File: src/hdl/mhpq_pkg.sv
`timescale 1ns / 1ps
// ----------------------------------------------------------------------------
// Min-heap priority queue package
// Shared key, request, cell control and result types.
// ----------------------------------------------------------------------------
package mhpq_pkg;

    typedef logic signed [31:0] t_key;

    typedef enum logic [1:0] {
        REQ_INSERT  = 2'd0,
        REQ_EXTRACT = 2'd1,
        REQ_PEEK    = 2'd2,
        REQ_CHANGE  = 2'd3
    } t_req;

    typedef enum logic [2:0] {
        CELL_HOLD,
        CELL_INSERT,
        CELL_SHIFT,
        CELL_REPLACE,
        CELL_SORT
    } t_cell_op;

    typedef struct packed {
        t_cell_op op;
        t_key     key;
        t_key     new_key;
    } t_cell_ctl;

    typedef struct packed {
        t_key       min_value;
        logic       was_empty;
        logic       was_full;
        logic [7:0] entry_count;
    } t_result;

endpackage

File: src/hdl/mhpq_cell.sv
`timescale 1ns / 1ps
// ----------------------------------------------------------------------------
// Queue cell
// Holds one key of the sorted chain; inserts, shifts, replaces and takes
// part in odd-even exchange passes with its neighbours.
// ----------------------------------------------------------------------------
module mhpq_cell
    import mhpq_pkg::*;
(
    input  logic      i_clk,
    input  t_cell_ctl i_ctl,
    input  logic      i_valid,
    input  logic      i_left_ok,
    input  logic      i_right_valid,
    input  logic      i_sort_low,
    input  logic      i_left_gt,
    input  t_key      i_left,
    input  t_key      i_right,
    output t_key      o_value,
    output logic      o_gt,
    output logic      o_hit
);

    t_key r_value;
    t_key n_value;

    always_comb begin
        o_gt    = !i_valid || (i_ctl.key < r_value);
        o_hit   = i_valid && (r_value == i_ctl.key);
        n_value = r_value;
        case (i_ctl.op)
            CELL_INSERT: begin
                if (i_left_gt) begin
                    n_value = i_left;
                end else if (o_gt) begin
                    n_value = i_ctl.key;
                end
            end
            CELL_SHIFT: begin
                n_value = i_right;
            end
            CELL_REPLACE: begin
                if (o_hit) begin
                    n_value = i_ctl.new_key;
                end
            end
            CELL_SORT: begin
                if (i_sort_low) begin
                    if (i_valid && i_right_valid && (i_right < r_value)) begin
                        n_value = i_right;
                    end
                end else begin
                    if (i_valid && i_left_ok && (r_value < i_left)) begin
                        n_value = i_left;
                    end
                end
            end
            default: begin
                n_value = r_value;
            end
        endcase
    end

    always_ff @(posedge i_clk) begin
        r_value <= n_value;
    end

    assign o_value = r_value;

endmodule

File: config.mk
export PLATFORM = sky130hd
export DESIGN_NAME = mhpq_cell
export DESIGN_NICKNAME = d
export VERILOG_FILES = /design/src/hdl/mhpq_pkg.sv /design/src/hdl/mhpq_cell.sv
export SDC_FILE = /design/constraint.sdc
export NUM_CORES = 1
export LEC_CHECK = 0
export ABC_CLOCK_PERIOD_IN_PS = 5900
export BUFFER_PORTS_ARGS = -buffer_cell sky130_fd_sc_hd__buf_2
export CAP_MARGIN = 20
export CORE_ASPECT_RATIO = 1.4
export CORE_MARGIN = 5
export CORE_UTILIZATION = 56
export CTS_BUF_LIST = sky130_fd_sc_hd__clkbuf_4 sky130_fd_sc_hd__clkbuf_8
export CTS_CLUSTER_SIZE = 28
export DETAILED_ROUTE_END_ITERATION = 8
export PLACE_DENSITY = 0.9
export SETUP_SLACK_MARGIN = 0.2
export SKIP_CTS_REPAIR_TIMING = 1
export SLEW_MARGIN = 0
export SYNTH_ARGS = -nofsm -noshare
export SYNTH_HDL_FRONTEND = slang
export SYNTH_SLANG_ARGS = --single-unit
File: constraint.sdc
create_clock -name i_clk -period 5.9 [get_ports i_clk]
set_clock_uncertainty 0.15 [all_clocks]
set_input_delay 0.295 -clock i_clk [delete_from_list [all_inputs] [get_ports i_clk]]
set_output_delay 0.295 -clock i_clk [all_outputs]
set_load 0.02 [all_outputs]
==> results of run 1 <==
==> per-stage QoR <==
step           util [%]  hold WS [ps]  setup WS [ps]  power, uW
3_3_place_gp       69.5           499           2090        703
6_report           71.0           216           1990        940
3_5_place_dp       69.5           514           2000        717
5_1_grt            71.0           234           1860        997
2_1_floorplan         -           390           1870        561
4_1_cts            71.0           215           2010        936
==> cells in the final DEF (no fill, tap or decap), drive strengths merged, types with 5 or more instances in the layout <==
master and instances:
a221o 33, clkbuf 5, nand4 15, nor2 9
nand2 24, buf 176, mux2i 34, o21ai 15
nand3 6, a21oi 97, ha 94, edfxtp 32
inv 70, a21o 14, a221oi 5
==> power breakdown <==
part	switching [uW]	total, uW	internal [uW]
Clock	94.8	220	125
Combinational	246	423	177
Sequential	16.5	297	281
==> layer usage <==
metal  share of wire (%)  GRT usage [%]
met5                   0              0
met4                 4.3           13.9
met3                 7.8           5.05
met2                  52           54.1
met1                  36           29.7
==> final cells by class <==
type | instances | area, um2
fill | 618 | 2250
clock buffer | 5 | 68.8
inverter | 70 | 263
multi-input combinational | 387 | 3140
clock inverter | 3 | 42.5
tap | 100 | 125
timing repair buffer | 176 | 896
sequential | 32 | 961
==> path summary, 6_finish.rpt <==
kind                              start                     to  slack (ps)  cells past startpoint
setup / recovery  o_value[31]$_DFFE_PP_  o_value[13]$_DFFE_PP_        1990                     10
hold reg to reg   o_value[31]$_DFFE_PP_  o_value[28]$_DFFE_PP_        1090                      4
hold / removal               i_right[0]   o_value[0]$_DFFE_PP_         220                      3
setup reg to reg  o_value[31]$_DFFE_PP_  o_value[13]$_DFFE_PP_        1990                     10
==> worst min-delay path, stage by stage <==
cell and delay [ps]:
buf_2 90, a21oi_1 60, a21oi_1 100
==> kinds of logic (layout without fill, tap and decap cells) <==
logic type	count (synthesis)	after routing	share of synthesized area [%]
buffers and inverters	91	254	8.41
AO/OA/AOI/OAI	180	180	26.4
multiplexers	34	34	7.62
adder cells (fa/ha/maj)	94	94	26.3
XOR/XNOR	1	1	0.196
AND/OR/NAND/NOR	78	78	9.53
flip-flops	32	32	21.5
==> impl_metrics.json, run 1 <==
{
  "finalSetupViolCount": 0,
  "ys_seq_area_share_pct": 21.5,
  "synth_edf_count": 32,
  "ys_ff_latch": 32,
  "ir_drop_mv": 0.117,
  "syn_area_per_cell_um2": 8.76,
  "slew_violations": 0,
  "finalHoldViolCount": 0,
  "crit_type": "register to register",
  "grt_pass1_vias": 4916,
  "synth_cell_types": 42,
  "route.detailed.drc": 0,
  "largest_reg_flops": 32,
  "relSlewSlack_pct": 31.1,
  "ios": 171,
  "die_h_um": 116,
  "fp.dieW_um": 85.5,
  "arrival_ps": 3740,
  "drt-initial-drc-count": 283,
  "cts_buffers": 5,
  "async_flop_share_pct": 0,
  "routabilityCongestion": 0.972,
  "grt_overflow_total": 0,
  "clk_latency_ps": 290,
  "drtPass1Iterations": 6,
  "period_needed_ps": 3910,
  "crit_path_end_kind": "register",
  "yosysTopAreaCellShare_pct": 26.3,
  "power.density_nw_per_um2": 171,
  "synth_area_leaders": "ha_1 (26%), edfxtp_1 (22%), a21oi_1 (11%)",
  "fin_cells": 773,
  "dpl.hpwl_um": 11800,
  "cts_root_buf": "clkbuf_8",
  "power.leakage_uw": 0.00295,
  "drive_gt1_share_pct": 28.7,
  "period_share_pct": 66.2,
  "n_antenna_cell": 0,
  "avgViaCountPerCell": 6.13,
  "fin_nets": 903,
  "synth_commonest_cells": "a21oi_1 (96), ha_1 (94), inv_1 (69)",
  "syn2layout_area_growth_pct": 23.2,
  "coreArea_um2": 7750,
  "yosysTopAreaCell": "ha_1",
  "yosys_warnings": 0,
  "detail_route.wl_per_cell_um": 18.8,
  "htreeDepth": 2,
  "syn_nets": 741,
  "worstPathCellList": "inv_1 > ha_1 > and4_1 > nand4_1 > nor4_2 > and3_1 > nand3b_1 > a21oi_1 > a211oi_4 > buf_4",
  "crit_fanout": 17,
  "clockBufferDepth": 2,
  "floorplan.initialDensity_pct": 57.6,
  "vias": 4737,
  "hp-class": "input pin to register",
  "wl_um": 14500,
  "crit_required_ps": 5730,
  "rows": 38,
  "grt_setup_unrepaired": "false",
  "ant_nets": 0,
  "status": "completed",
  "grt_pass1_wl_um": 22400,
  "grt_antenna_before_repair": 0,
  "timing.critical_path.max_delay_family": "simple AND/OR/NAND/NOR gates",
  "cpPeakStageDelay_ps": 810,
  "worstMarginPinSlew_ps": 1030,
  "stdcell_area_um2": 5500,
  "crit_slowest_cell": "a211oi_4",
  "clkSlewWorstSetupHoldPaths_ps": 80,
  "final.setup.tns_ps": 0,
  "numClockSinks": 32,
  "synth-main-ff-cell": "edfxtp_1",
  "worst-path-buf-inv": 2,
  "io_buffers": 170,
  "placed_area_um2": 5390,
  "grt_max_degree": 47,
  "synth.most_common_cell": "a21oi_1",
  "cap_violations": 0,
  "fmax_mhz": 256,
  "synthCells": 510,
  "numPlacedInstances": 765,
  "cts_tree": "built",
  "netlist_area_um2": 4470,
  "worstSetupStartpointType": "register",
  "die_area_um2": 9890,
  "grt_usage_pct": 28.5
}
(Power assumes the default switching activity.)
==> inputs of run 2 (changes only) <==
ABC_AREA = 1   (was default)
ABC_CLOCK_PERIOD_IN_PS = 3300   (was 5900)
CORE_UTILIZATION = 47   (was 56)
PLACE_DENSITY = 0.8   (was 0.9)
clock period = 3.3 ns   (was 5.9 ns; I/O delays follow)
==> impl_metrics.json, run 2 <==
{
  "rows": 43,
  "grt_setup_unrepaired": "false",
  "finalSetupViolCount": 0,
  "synth_commonest_cells": "nand2_1 (156), inv_1 (95), ha_1 (94)",
  "die_area_um2": 12100,
  "cts_tree": "built",
  "crit_required_ps": 3110,
  "period_share_pct": 83.3,
  "crit_fanout": 22,
  "cpPeakStageDelay_ps": 380,
  "worst-path-buf-inv": 4,
  "wl_met3_um": 1140,
  "yosys_warnings": 0,
  "worstSetupStartpointType": "register",
  "arrival_ps": 2560,
  "synth-main-ff-cell": "edfxtp_1",
  "clk_latency_ps": 290,
  "min_to": "o_value[22]$_DFFE_PP_",
  "drive_gt1_share_pct": 22.8,
  "vias": 5164,
  "cp-startpoint": "o_value[31]$_DFFE_PP_",
  "io_buffers": 170,
  "ir_drop_mv": 0.126,
  "yosysTopAreaCell": "ha_1",
  "ys_seq_area_share_pct": 20.5,
  "syn_area_per_cell_um2": 6.80,
  "largest_reg_flops": 32,
  "period_needed_ps": 2750,
  "finalHoldViolCount": 0,
  "relSlewSlack_pct": 55.3,
  "multiInputGateArea_um2": 3260,
  "grt_overflow_total": 0,
  "crit_type": "register to register",
  "route.detailed.drc": 0,
  "clockPowerShare_pct": 19.0,
  "clkSlewWorstSetupHoldPaths_ps": 70,
  "fillers": 968,
  "yosysTopAreaCellShare_pct": 25.1,
  "synth_edf_count": 32,
  "p_sw_uw": 665,
  "ios": 171,
  "grt_pass1_vias": 5131,
  "grt_max_degree": 39,
  "fin_nets": 1080,
  "worstMarginPinSlew_ps": 669,
  "fp.dieW_um": 94.3,
  "syn2layout_area_growth_pct": 23.3,
  "numClockSinks": 32,
  "ff2ff_setup_slack_ps": 550,
  "p_comb_share_pct": 47.8,
  "crit_slowest_cell": "edfxtp_1",
  "die_h_um": 128,
  "detail_route.wl_per_cell_um": 15.1,
  "drtPass1Iterations": 5,
  "timing.critical_path.max_delay_family": "simple AND/OR/NAND/NOR gates",
  "p_seq_share_pct": 33.2,
  "intPower_uw": 948,
  "r2r_end": "o_value[12]$_DFFE_PP_",
  "n_antenna_cell": 0,
  "grt_usage_pct": 24.6,
  "holdPathStages": 3,
  "drt-initial-drc-count": 291,
  "cts_buffers": 5,
  "routabilityCongestion": 0.863,
  "avgViaCountPerCell": 5.24,
  "grt_antenna_before_repair": 0,
  "switching_share_pct": 41.2,
  "ys_ff_latch": 32,
  "final.setup.tns_ps": 0,
  "wirelength_met1_um": 5820,
  "syn_nets": 919,
  "crit_path_end_kind": "register",
  "power.leakage_uw": 0.00313,
  "cap_violations": 0,
  "fmax_mhz": 364,
  "worstPathCellList": "inv_1 > ha_1 > nand2_1 > nor2_1 > nand4_1 > nor2_1 > inv_1 > o21ai_1 > nand2_1 > nand2_1 > nand2_1 > inv_1 > nand2_1 > nor2_4 > buf_4",
  "status": "completed",
  "htreeDepth": 2,
  "top_layer": "met4",
  "ff2ff_path_depth": 15,
  "min-delay-start": "i_right[22]",
  "floorplan.initialDensity_pct": 47.5,
  "synth_area_leaders": "ha_1 (25%), edfxtp_1 (21%), nand2_1 (13%)",
  "seq_area_um2": 961,
  "cp_common_cell": "nand2_1",
  "cts_root_buf": "clkbuf_8",
  "synthCells": 688,
  "async_flop_share_pct": 0,
  "coreArea_um2": 9850,
  "grt_pass1_wl_um": 23500,
  "netlist_area_um2": 4680,
  "wl_um": 14900,
  "synth_cell_types": 25,
  "hp-class": "input pin to register",
  "ant_nets": 0,
  "synth.most_common_cell": "nand2_1",
  "clockBufferDepth": 2,
  "power.density_nw_per_um2": 280,
  "totalPowerFinal_uw": 1610,
  "wl_met2_um": 7580,
  "r2r-start": "o_value[31]$_DFFE_PP_",
  "final_common_cell": "buf_2",
  "mostFrequentLayoutCells": "buf_2 (170), nand2_1 (156), inv_1 (95), ha_1 (94), a21oi_1 (76)",
  "slew_violations": 0,
  "dpl.hpwl_um": 12200
}
==> run 2: cell types whose count changed after synthesis, sizes merged, moves of 5 or more <==
cell    previous run  this run
nand2             24       156
nor2               9        62
nand3              6        42
mux2i             34         0
a221o             33         0
o21ai             15        46
a211oi             4        32
inv               70        97
a21oi             97        77
a21o              14         3
a221oi             5         0
==> run 2: worst max path at each step <==
stage                                  to  slack (ps)  cells after the start
global placement     o_value[9]$_DFFE_PP_         560                     15
CTS                 o_value[12]$_DFFE_PP_         530                     15
detailed placement  o_value[24]$_DFFE_PP_         550                     15
global route        o_value[12]$_DFFE_PP_         290                     15
floorplan            o_value[0]$_DFFE_PP_         530                     14
finish              o_value[12]$_DFFE_PP_         550                     15
==> run 2: worst register-to-register path, delay by kind of cell, from the launching register on <==
| family | cells | cell delay (ps) |
|---|---|---|
| flops | 1 | 380 |
| fa+ha+maj | 1 | 340 |
| compound gates | 1 | 130 |
| buf+inv | 4 | 510 |
| simple gates | 9 | 910 |
==> run 2: kinds of logic after synthesis <==
kind of cell	count (synthesis)	share of synthesized area, %
simple gates	277	24.5
compound gates	162	19.6
buf+inv	123	10.2
fa+ha+maj	94	25.1
flops	32	20.5
==> run 2: power groups by stage <==
stage	clock (uW)	combinational, uW	sequential [uW]
after floorplan	0	445	586
after global placement	0	757	542
after detailed placement	0	770	544
after CTS	311	775	535
after global routing	332	882	540
final	306	772	536
==> run 2: layer usage <==
metal  up-vias  track usage [%]
met3        30             3.11
li1       2668                -
met4         0             8.33
met1      2240             28.2
met2       226             46.1
met5         -                0
==> run 2: final cells by class <==
class / instances / share of cell area [%]
Sequential cell: 32 / 16.7
Timing Repair Buffer: 180 / 16.1
Multi-Input combinational cell: 533 / 56.6
Inverter: 97 / 6.32
Tap cell: 135 / 2.93
Clock inverter: 3 / 0.239
Clock buffer: 5 / 1.19
==> run 2: through the flow <==
step / cell area [um2] / util [%] / cells / hold WS (ps) / worst slack, ps
2_1_floorplan: 4680 / - / 688 / 269 / 530
3_3_place_gp: 5680 / 57.7 / 977 / 383 / 564
3_5_place_dp: 5680 / 57.7 / 977 / 393 / 554
4_1_cts: 5770 / 58.6 / 985 / 85.8 / 528
5_1_grt: 5770 / 58.6 / 985 / 97.2 / 287
6_report: 5770 / 58.6 / 985 / 99.8 / 551
